`src/rtl/core/tbpc_pkg.sv`:
```
// Package for the two-button press classifier: word types, codes and judge function.
package tbpc_pkg;

   // Button status codes
   localparam logic [1:0] ST_NONE  = 2'd0;
   localparam logic [1:0] ST_PRESS = 2'd1;
   localparam logic [1:0] ST_SHORT = 2'd2;
   localparam logic [1:0] ST_LONG  = 2'd3;

   // Combined event codes
   localparam logic [2:0] EV_RELEASED   = 3'd0;
   localparam logic [2:0] EV_OPEN       = 3'd1;
   localparam logic [2:0] EV_CLOSE      = 3'd2;
   localparam logic [2:0] EV_OPEN_LONG  = 3'd3;
   localparam logic [2:0] EV_CLOSE_LONG = 3'd4;
   localparam logic [2:0] EV_BOTH       = 3'd5;
   localparam logic [2:0] EV_OPEN_REL   = 3'd6;
   localparam logic [2:0] EV_CLOSE_REL  = 3'd7;

   localparam int unsigned HoldoffWidth = 16;
   localparam logic [HoldoffWidth-1:0] HOLDOFF_RESET = 16'd500;

   typedef struct packed {
      logic open_level;
      logic close_level;
   } req_word_type;

   typedef struct packed {
      logic [2:0] event_code;
      logic [1:0] open_state;
      logic [1:0] close_state;
   } rsp_word_type;

   // New status of one button from its previous and current status and its level
   function automatic logic [1:0] judge(input logic [1:0] prev, input logic [1:0] cur,
                                        input logic level);
      logic [1:0] res;
      if (level) begin
         if (prev == ST_PRESS) begin
            res = ST_LONG;
         end else if (prev == ST_NONE) begin
            res = ST_PRESS;
         end else begin
            res = cur;
         end
      end else begin
         res = (prev == ST_PRESS) ? ST_SHORT : ST_NONE;
      end
      return res;
   endfunction

   // Short or long: the press is finished
   function automatic logic is_done(input logic [1:0] s);
      return (s == ST_SHORT) || (s == ST_LONG);
   endfunction

endpackage

```
`src/rtl/core/two_button_press_classifier.sv`:
```
// Top level of the two-button press classifier: input stage, status update, result register.
//
//  channel | ports                               | direction
//  --------+-------------------------------------+----------
//  req     | req_valid, req_stall, req_word      | in
//  rsp     | rsp_valid, rsp_stall, rsp_word      | out
//  csr     | csr_valid, csr_ready, csr_data      | in (holdoff_ticks)
//
// One word per cycle while the result register is free; a word is held in the input
// register and its result (if any) is then registered in the result register.
// A single status update lies between those two registers.
// A word that causes no event passes through without producing a result.
// Reset (synchronous) clears statuses, holdoff counters and last event, and
// loads holdoff_ticks with 500; no clearing pass is needed.
// A stalled result holds the input register, which then stalls req.
module two_button_press_classifier (
   input  logic                   clock,
   input  logic                   reset,
   input  logic                   req_valid,
   output logic                   req_stall,
   input  tbpc_pkg::req_word_type req_word,
   output logic                   rsp_valid,
   input  logic                   rsp_stall,
   output tbpc_pkg::rsp_word_type rsp_word,
   input  logic                   csr_valid,
   output logic                   csr_ready,
   input  logic [15:0]            csr_data
);
   import tbpc_pkg::*;

   logic                    in_valid_ff;
   req_word_type            in_word_ff;
   logic                    out_valid_ff, out_valid_in;
   rsp_word_type            out_word_ff, out_word_in;
   logic [HoldoffWidth-1:0] holdoff_ticks_ff;
   logic [1:0]              cur_ff [2];
   logic [1:0]              cur_in [2];
   logic [1:0]              prev_ff [2];
   logic [1:0]              prev_in [2];
   logic [HoldoffWidth-1:0] hold_ff [2];
   logic [HoldoffWidth-1:0] hold_in [2];
   logic [2:0]              last_ev_ff, last_ev_in;
   logic                    out_free, fire, changed;
   logic [1:0]              level;
   logic [1:0]              judged [2];
   logic [1:0]              chg;
   logic [2:0]              ev;

   // Handshake: the input stage moves when the result register is free
   assign out_free  = !out_valid_ff || !rsp_stall;
   assign fire      = in_valid_ff && out_free;
   assign req_stall = in_valid_ff && !out_free;
   assign csr_ready = 1'b1;
   assign rsp_valid = out_valid_ff;
   assign rsp_word  = out_word_ff;

   assign level = {in_word_ff.close_level, in_word_ff.open_level};

   // Per-button judge and holdoff update
   always_comb begin
      for (int i = 0; i < 2; i++) begin
         judged[i] = judge(prev_ff[i], cur_ff[i], level[i]);
         chg[i]    = 1'b0;
         cur_in[i] = cur_ff[i];
         hold_in[i] = hold_ff[i];
         if (fire) begin
            if (hold_ff[i] == '0) begin
               cur_in[i] = judged[i];
               if (judged[i] != prev_ff[i]) begin
                  chg[i]     = 1'b1;
                  hold_in[i] = holdoff_ticks_ff;
               end
            end else begin
               hold_in[i] = hold_ff[i] - 1'b1;
            end
         end
      end
      changed = |chg;
   end

   // Event priority on the new statuses
   always_comb begin
      if (last_ev_ff == EV_BOTH) begin
         ev = EV_RELEASED;
      end else if (is_done(cur_in[0]) && is_done(cur_in[1])) begin
         ev = EV_BOTH;
      end else if (cur_in[0] == ST_SHORT) begin
         ev = EV_OPEN;
      end else if (cur_in[1] == ST_SHORT) begin
         ev = EV_CLOSE;
      end else if (cur_in[0] == ST_LONG) begin
         ev = EV_OPEN_LONG;
      end else if (cur_in[1] == ST_LONG) begin
         ev = EV_CLOSE_LONG;
      end else if (cur_in[0] == ST_NONE && prev_ff[0] == ST_LONG) begin
         ev = EV_OPEN_REL;
      end else if (cur_in[1] == ST_NONE && prev_ff[1] == ST_LONG) begin
         ev = EV_CLOSE_REL;
      end else begin
         ev = EV_RELEASED;
      end
   end

   // Commit event, copy status to previous, load result register
   always_comb begin
      last_ev_in   = last_ev_ff;
      prev_in      = prev_ff;
      out_valid_in = out_valid_ff && rsp_stall;
      out_word_in  = out_word_ff;
      if (fire && changed) begin
         last_ev_in             = ev;
         prev_in                = cur_in;
         out_valid_in           = 1'b1;
         out_word_in.event_code  = ev;
         out_word_in.open_state  = cur_in[0];
         out_word_in.close_state = cur_in[1];
      end
   end

   // Control and state registers
   always_ff @(posedge clock) begin
      if (reset) begin
         in_valid_ff      <= 1'b0;
         out_valid_ff     <= 1'b0;
         holdoff_ticks_ff <= HOLDOFF_RESET;
         last_ev_ff       <= EV_RELEASED;
         for (int i = 0; i < 2; i++) begin
            cur_ff[i]  <= ST_NONE;
            prev_ff[i] <= ST_NONE;
            hold_ff[i] <= '0;
         end
      end else begin
         if (!req_stall) begin
            in_valid_ff <= req_valid;
         end
         out_valid_ff <= out_valid_in;
         last_ev_ff   <= last_ev_in;
         cur_ff       <= cur_in;
         prev_ff      <= prev_in;
         hold_ff      <= hold_in;
         if (csr_valid && csr_ready) begin
            holdoff_ticks_ff <= csr_data;
         end
      end
   end

   // Payload registers
   always_ff @(posedge clock) begin
      if (!req_stall) begin
         in_word_ff <= req_word;
      end
      out_word_ff <= out_word_in;
   end

   // A "both" event carries two finished presses
   a_both_done: assert property (@(posedge clock) disable iff (reset)
      out_valid_ff && out_word_ff.event_code == EV_BOTH |->
         is_done(out_word_ff.open_state) && is_done(out_word_ff.close_state))
      else $error("both event without two finished presses");

   // Previous status always tracks current between words
   a_prev_tracks: assert property (@(posedge clock) disable iff (reset)
      cur_ff[0] == prev_ff[0] && cur_ff[1] == prev_ff[1])
      else $error("previous status out of step with current");

   // A button in holdoff keeps its status
   a_holdoff_open: assert property (@(posedge clock) disable iff (reset)
      fire && hold_ff[0] != '0 |=> cur_ff[0] == $past(cur_ff[0]))
      else $error("open button judged during holdoff");

   a_holdoff_close: assert property (@(posedge clock) disable iff (reset)
      fire && hold_ff[1] != '0 |=> cur_ff[1] == $past(cur_ff[1]))
      else $error("close button judged during holdoff");

   // Two "both" events never follow one another
   a_both_toggle: assert property (@(posedge clock) disable iff (reset)
      fire && changed && last_ev_ff == EV_BOTH |-> ev == EV_RELEASED)
      else $error("both event repeated");

endmodule
```
`config.mk`:
```
export PLATFORM = sky130hd
export DESIGN_NAME = two_button_press_classifier
export DESIGN_NICKNAME = d
export VERILOG_FILES = /design/src/rtl/core/tbpc_pkg.sv /design/src/rtl/core/two_button_press_classifier.sv
export SDC_FILE = /design/constraint.sdc
export NUM_CORES = 1
export LEC_CHECK = 0
export ABC_AREA = 0
export BUFFER_PORTS_ARGS = -buffer_cell sky130_fd_sc_hd__buf_4
export CAP_MARGIN = 30
export CORE_ASPECT_RATIO = 0.75
export CORE_MARGIN = 4
export CORE_UTILIZATION = 45
export DETAILED_ROUTE_END_ITERATION = 8
export PLACE_DENSITY = 0.64
export SLEW_MARGIN = 10
export SYNTH_ARGS = -nofsm -noshare
export SYNTH_HDL_FRONTEND = slang
export SYNTH_SLANG_ARGS = --single-unit
```
`constraint.sdc`:
```
create_clock -name clock -period 2.9 [get_ports clock]
set_input_delay 0.145 -clock clock [delete_from_list [all_inputs] [get_ports clock]]
set_output_delay 0.145 -clock clock [all_outputs]
set_load 0.02 [all_outputs]
```
==> impl_metrics.py <==
metrics = {
    "clocking": {
        "postCtsResizedCells": 0,
        "htreeDepth": 3,
        "ctsHoldBuffers": 3,
        "cts-buffers-inserted": 9,
        "root_buffer": "clkbuf_8",
        "tritoncts": "done",
        "clk_latency_ns": 0.34,
        "path_clk_slew_ns": 0.08,
        "clk_path_buf_depth": 2,
        "post_cts_buffers": 0,
        "cts.sinks": 70,
    },
    "detailed_routing": {
        "dr_wl_met2_um": 4056,
        "finalWirelength_um": 9587,
        "wl_met1_um": 5012,
        "wl_per_cell_um": 16.50,
        "drcViolationCount": 0,
        "vias_per_cell": 5.721,
        "top_layer": "met4",
        "drt-pass1-iter-count": 5,
        "ant_nets": 0,
        "wl_met3_um": 434,
        "drt_iter0_markers": 270,
        "dr_total_vias": 3324,
    },
    "timing": {
        "rsz0062_at_grt": "no",
        "final.setup.tns_ns": 0,
        "slew_violations": 0,
        "setup_viol": 0,
        "max_freq_mhz": 380.1,
        "tightest_slew_ns": 0.5984,
        "holdWs_ns": 0.01497,
        "relSlewSlack": 0.6011,
        "clock_skew_ns": 0.01603,
        "setup_ws_ns": 0.2689,
        "hold_violations": 0,
        "timing.final.crit_share": 0.9073,
        "finalCriticalPeriod_ns": 2.631,
    },
    "global_routing": {
        "grt_max_degree": 54,
        "gr-total-overflow": 0,
        "grt_pass1_vias": 3112,
        "grt_pass1_wl_um": 16160,
        "antenna_found_initial": 0,
        "grt_usage": 0.2082,
    },
    "floorplanning": {
        "coreArea_um2": 7918,
        "initial_core_util": 0.4635,
        "die_y_um": 86.21,
        "fp.dieW_um": 112.3,
        "ios": 33,
        "dieArea_um2": 9679,
        "rows": 28,
    },
    "logic_synthesis": {
        "synthFlopType": "dfxtp_1",
        "synth_fp_nets": 466,
        "synth_edf_count": 9,
        "ys_seq_area_frac": 0.4064,
        "synthCells": 441,
        "syn-mean-instance-area_um2": 8.321,
        "ys_types": 65,
        "yosys_warnings": 0,
        "synthArstFlopShare": 0,
        "ys_ff_latch": 70,
        "synthesis.area_um2": 3670,
    },
    "layout": {
        "final_common_cell": "dfxtp_1",
        "mostFrequentLayoutCells": "61 x dfxtp_1, 53 x nor2_1, 43 x nand2_1",
        "syn_to_final_growth_pct": 14.66,
        "utilization": 0.5314,
        "fin_nets": 497,
        "drive_gt1_frac": 0.1513,
        "fillerInstances": 757,
        "diodes": 0,
    },
    "placed_design": {
        "place.gp.congestion": 0.8482,
        "hpwl_um": 7021,
        "place_ws_ns": 0.3038,
        "place.port_buffers": 31,
    },
    "critical_path": {
        "startpoint_type": "flop",
        "cp_max_fo": 9,
        "critPathKind": "flop to flop",
        "r2r_slack_ns": 0.27,
        "required_ns": 2.99,
        "cp.arrival_ns": 2.72,
        "end_kind": "flop",
    },
    "flow_run": {
        "cap_violations": 0,
    },
    "run_status": {
        "status": "finished clean",
    },
    "power_and_ir_drop": {
        "leakage_nw": 1.684,
        "powerDensity_nw_per_um2": 1201,
        "peakVddDrop_mv": 0.7666,
    },
    "hold_path": {
        "hold_path_class": "primary input to flop",
    },
}
per-stage QoR:
step,instances,instance area [um2],total power [mW]
3_5_place_dp,563,3994,4.278
4_1_cts,581,4208,5.055
3_3_place_gp,563,3994,4.263
2_1_floorplan,441,3670,3.601
5_1_grt,581,4208,5.536
6_report,581,4208,5.055
worst paths after layout:
| kind | start | end | depth (start not counted) |
|---|---|---|---|
| worst max-delay path | hold_ff[16] | rsp_word[5] | 9 |
| worst min-delay path | csr_data[7] | holdoff_ticks_ff[7] | 3 |
| worst max register to register | hold_ff[16] | rsp_word[5] | 9 |
| worst min register to register | last_ev_ff[1] | last_ev_ff[1] | 2 |
sequential cells by signal, summed over array words and instances (netlist names):
| signal | cells |
|---|---|
| hold_ff | 32 |
| holdoff_ticks_ff | 16 |
| rsp_word | 7 |
| cur_ff | 4 |
| prev_ff | 4 |
| last_ev_ff | 3 |
| in_word_ff | 2 |
| in_valid_ff | 1 |
| rsp_valid | 1 |
cell families after synthesis:
family / Yosys count / share of synthesized area
DFF: 70 / 0.4064
AOI/OAI and AO/OA: 113 / 0.2111
buffers and inverters: 47 / 0.05489
and+or+nand+nor: 187 / 0.2625
adders and majority gates: 2 / 0.006818
muxes: 20 / 0.05489
xor gates and xnor gates: 1 / 0.002387
other: 1 / 0.001022
cell type report:
class                   count  area (um2)  share of cell area
well taps                 105       131.4             0.03122
repair buffers             44       337.8             0.08029
clock inverters             2       35.03            0.008326
inverters                  23       86.33             0.02052
multi-input cells         324        1977              0.4698
clock buffers              13       148.9             0.03539
flip-flops and latches     70        1491              0.3544
layer usage:
metal | vias to the layer above | track usage
met4 | 0 | 0.04585
met3 | 9 | 0.04676
li1 | 1671 | -
met2 | 59 | 0.3099
met1 | 1585 | 0.3092
met5 | - | 0
Yosys cell counts, types with 3 or more instances:
library cell	number	area (um2)
dfxtp_1	61	1221
nor2_1	53	198.9
nand2_1	43	161.4
o21ai_0	24	120.1
inv_1	23	86.33
a21oi_1	21	105.1
nand3_1	21	105.1
mux2i_1	19	190.2
clkbuf_1	15	56.30
nor3_1	13	65.06
nand4_1	10	62.56
edfxtp_1	9	270.3
o211ai_1	8	60.06
a221oi_1	7	61.31
o31ai_1	7	52.55
a211oi_1	6	45.04
a22oi_1	6	45.04
a31oi_1	6	37.54
and3_1	5	31.28
buf_2	5	25.02
nor4_1	5	31.28
o22ai_1	5	31.28
or3_1	5	31.28
and2_1	4	25.02
or2_2	4	25.02
a211o_1	3	26.28
nand2b_1	3	18.77
or4_1	3	22.52
where the power goes:
part | leakage, nW | total (mW) | switching [mW] | internal, mW
sequential | 0.586 | 1.49 | 0.253 | 1.23
clock | 0.0935 | 0.760 | 0.344 | 0.416
combinational | 1.00 | 2.81 | 1.71 | 1.10
worst max-delay path, stage by stage, from the launching register on:
cell      delay [ns]
dfxtp_1         0.31
inv_1           0.08
ha_1            0.22
nor4b_1         0.43
and4_1          0.45
nand2_1         0.11
o22ai_1         0.29
inv_1           0.12
o221ai_1        0.29
a21oi_1         0.08
No activity file was read; power rests on OpenSTA's default activity.
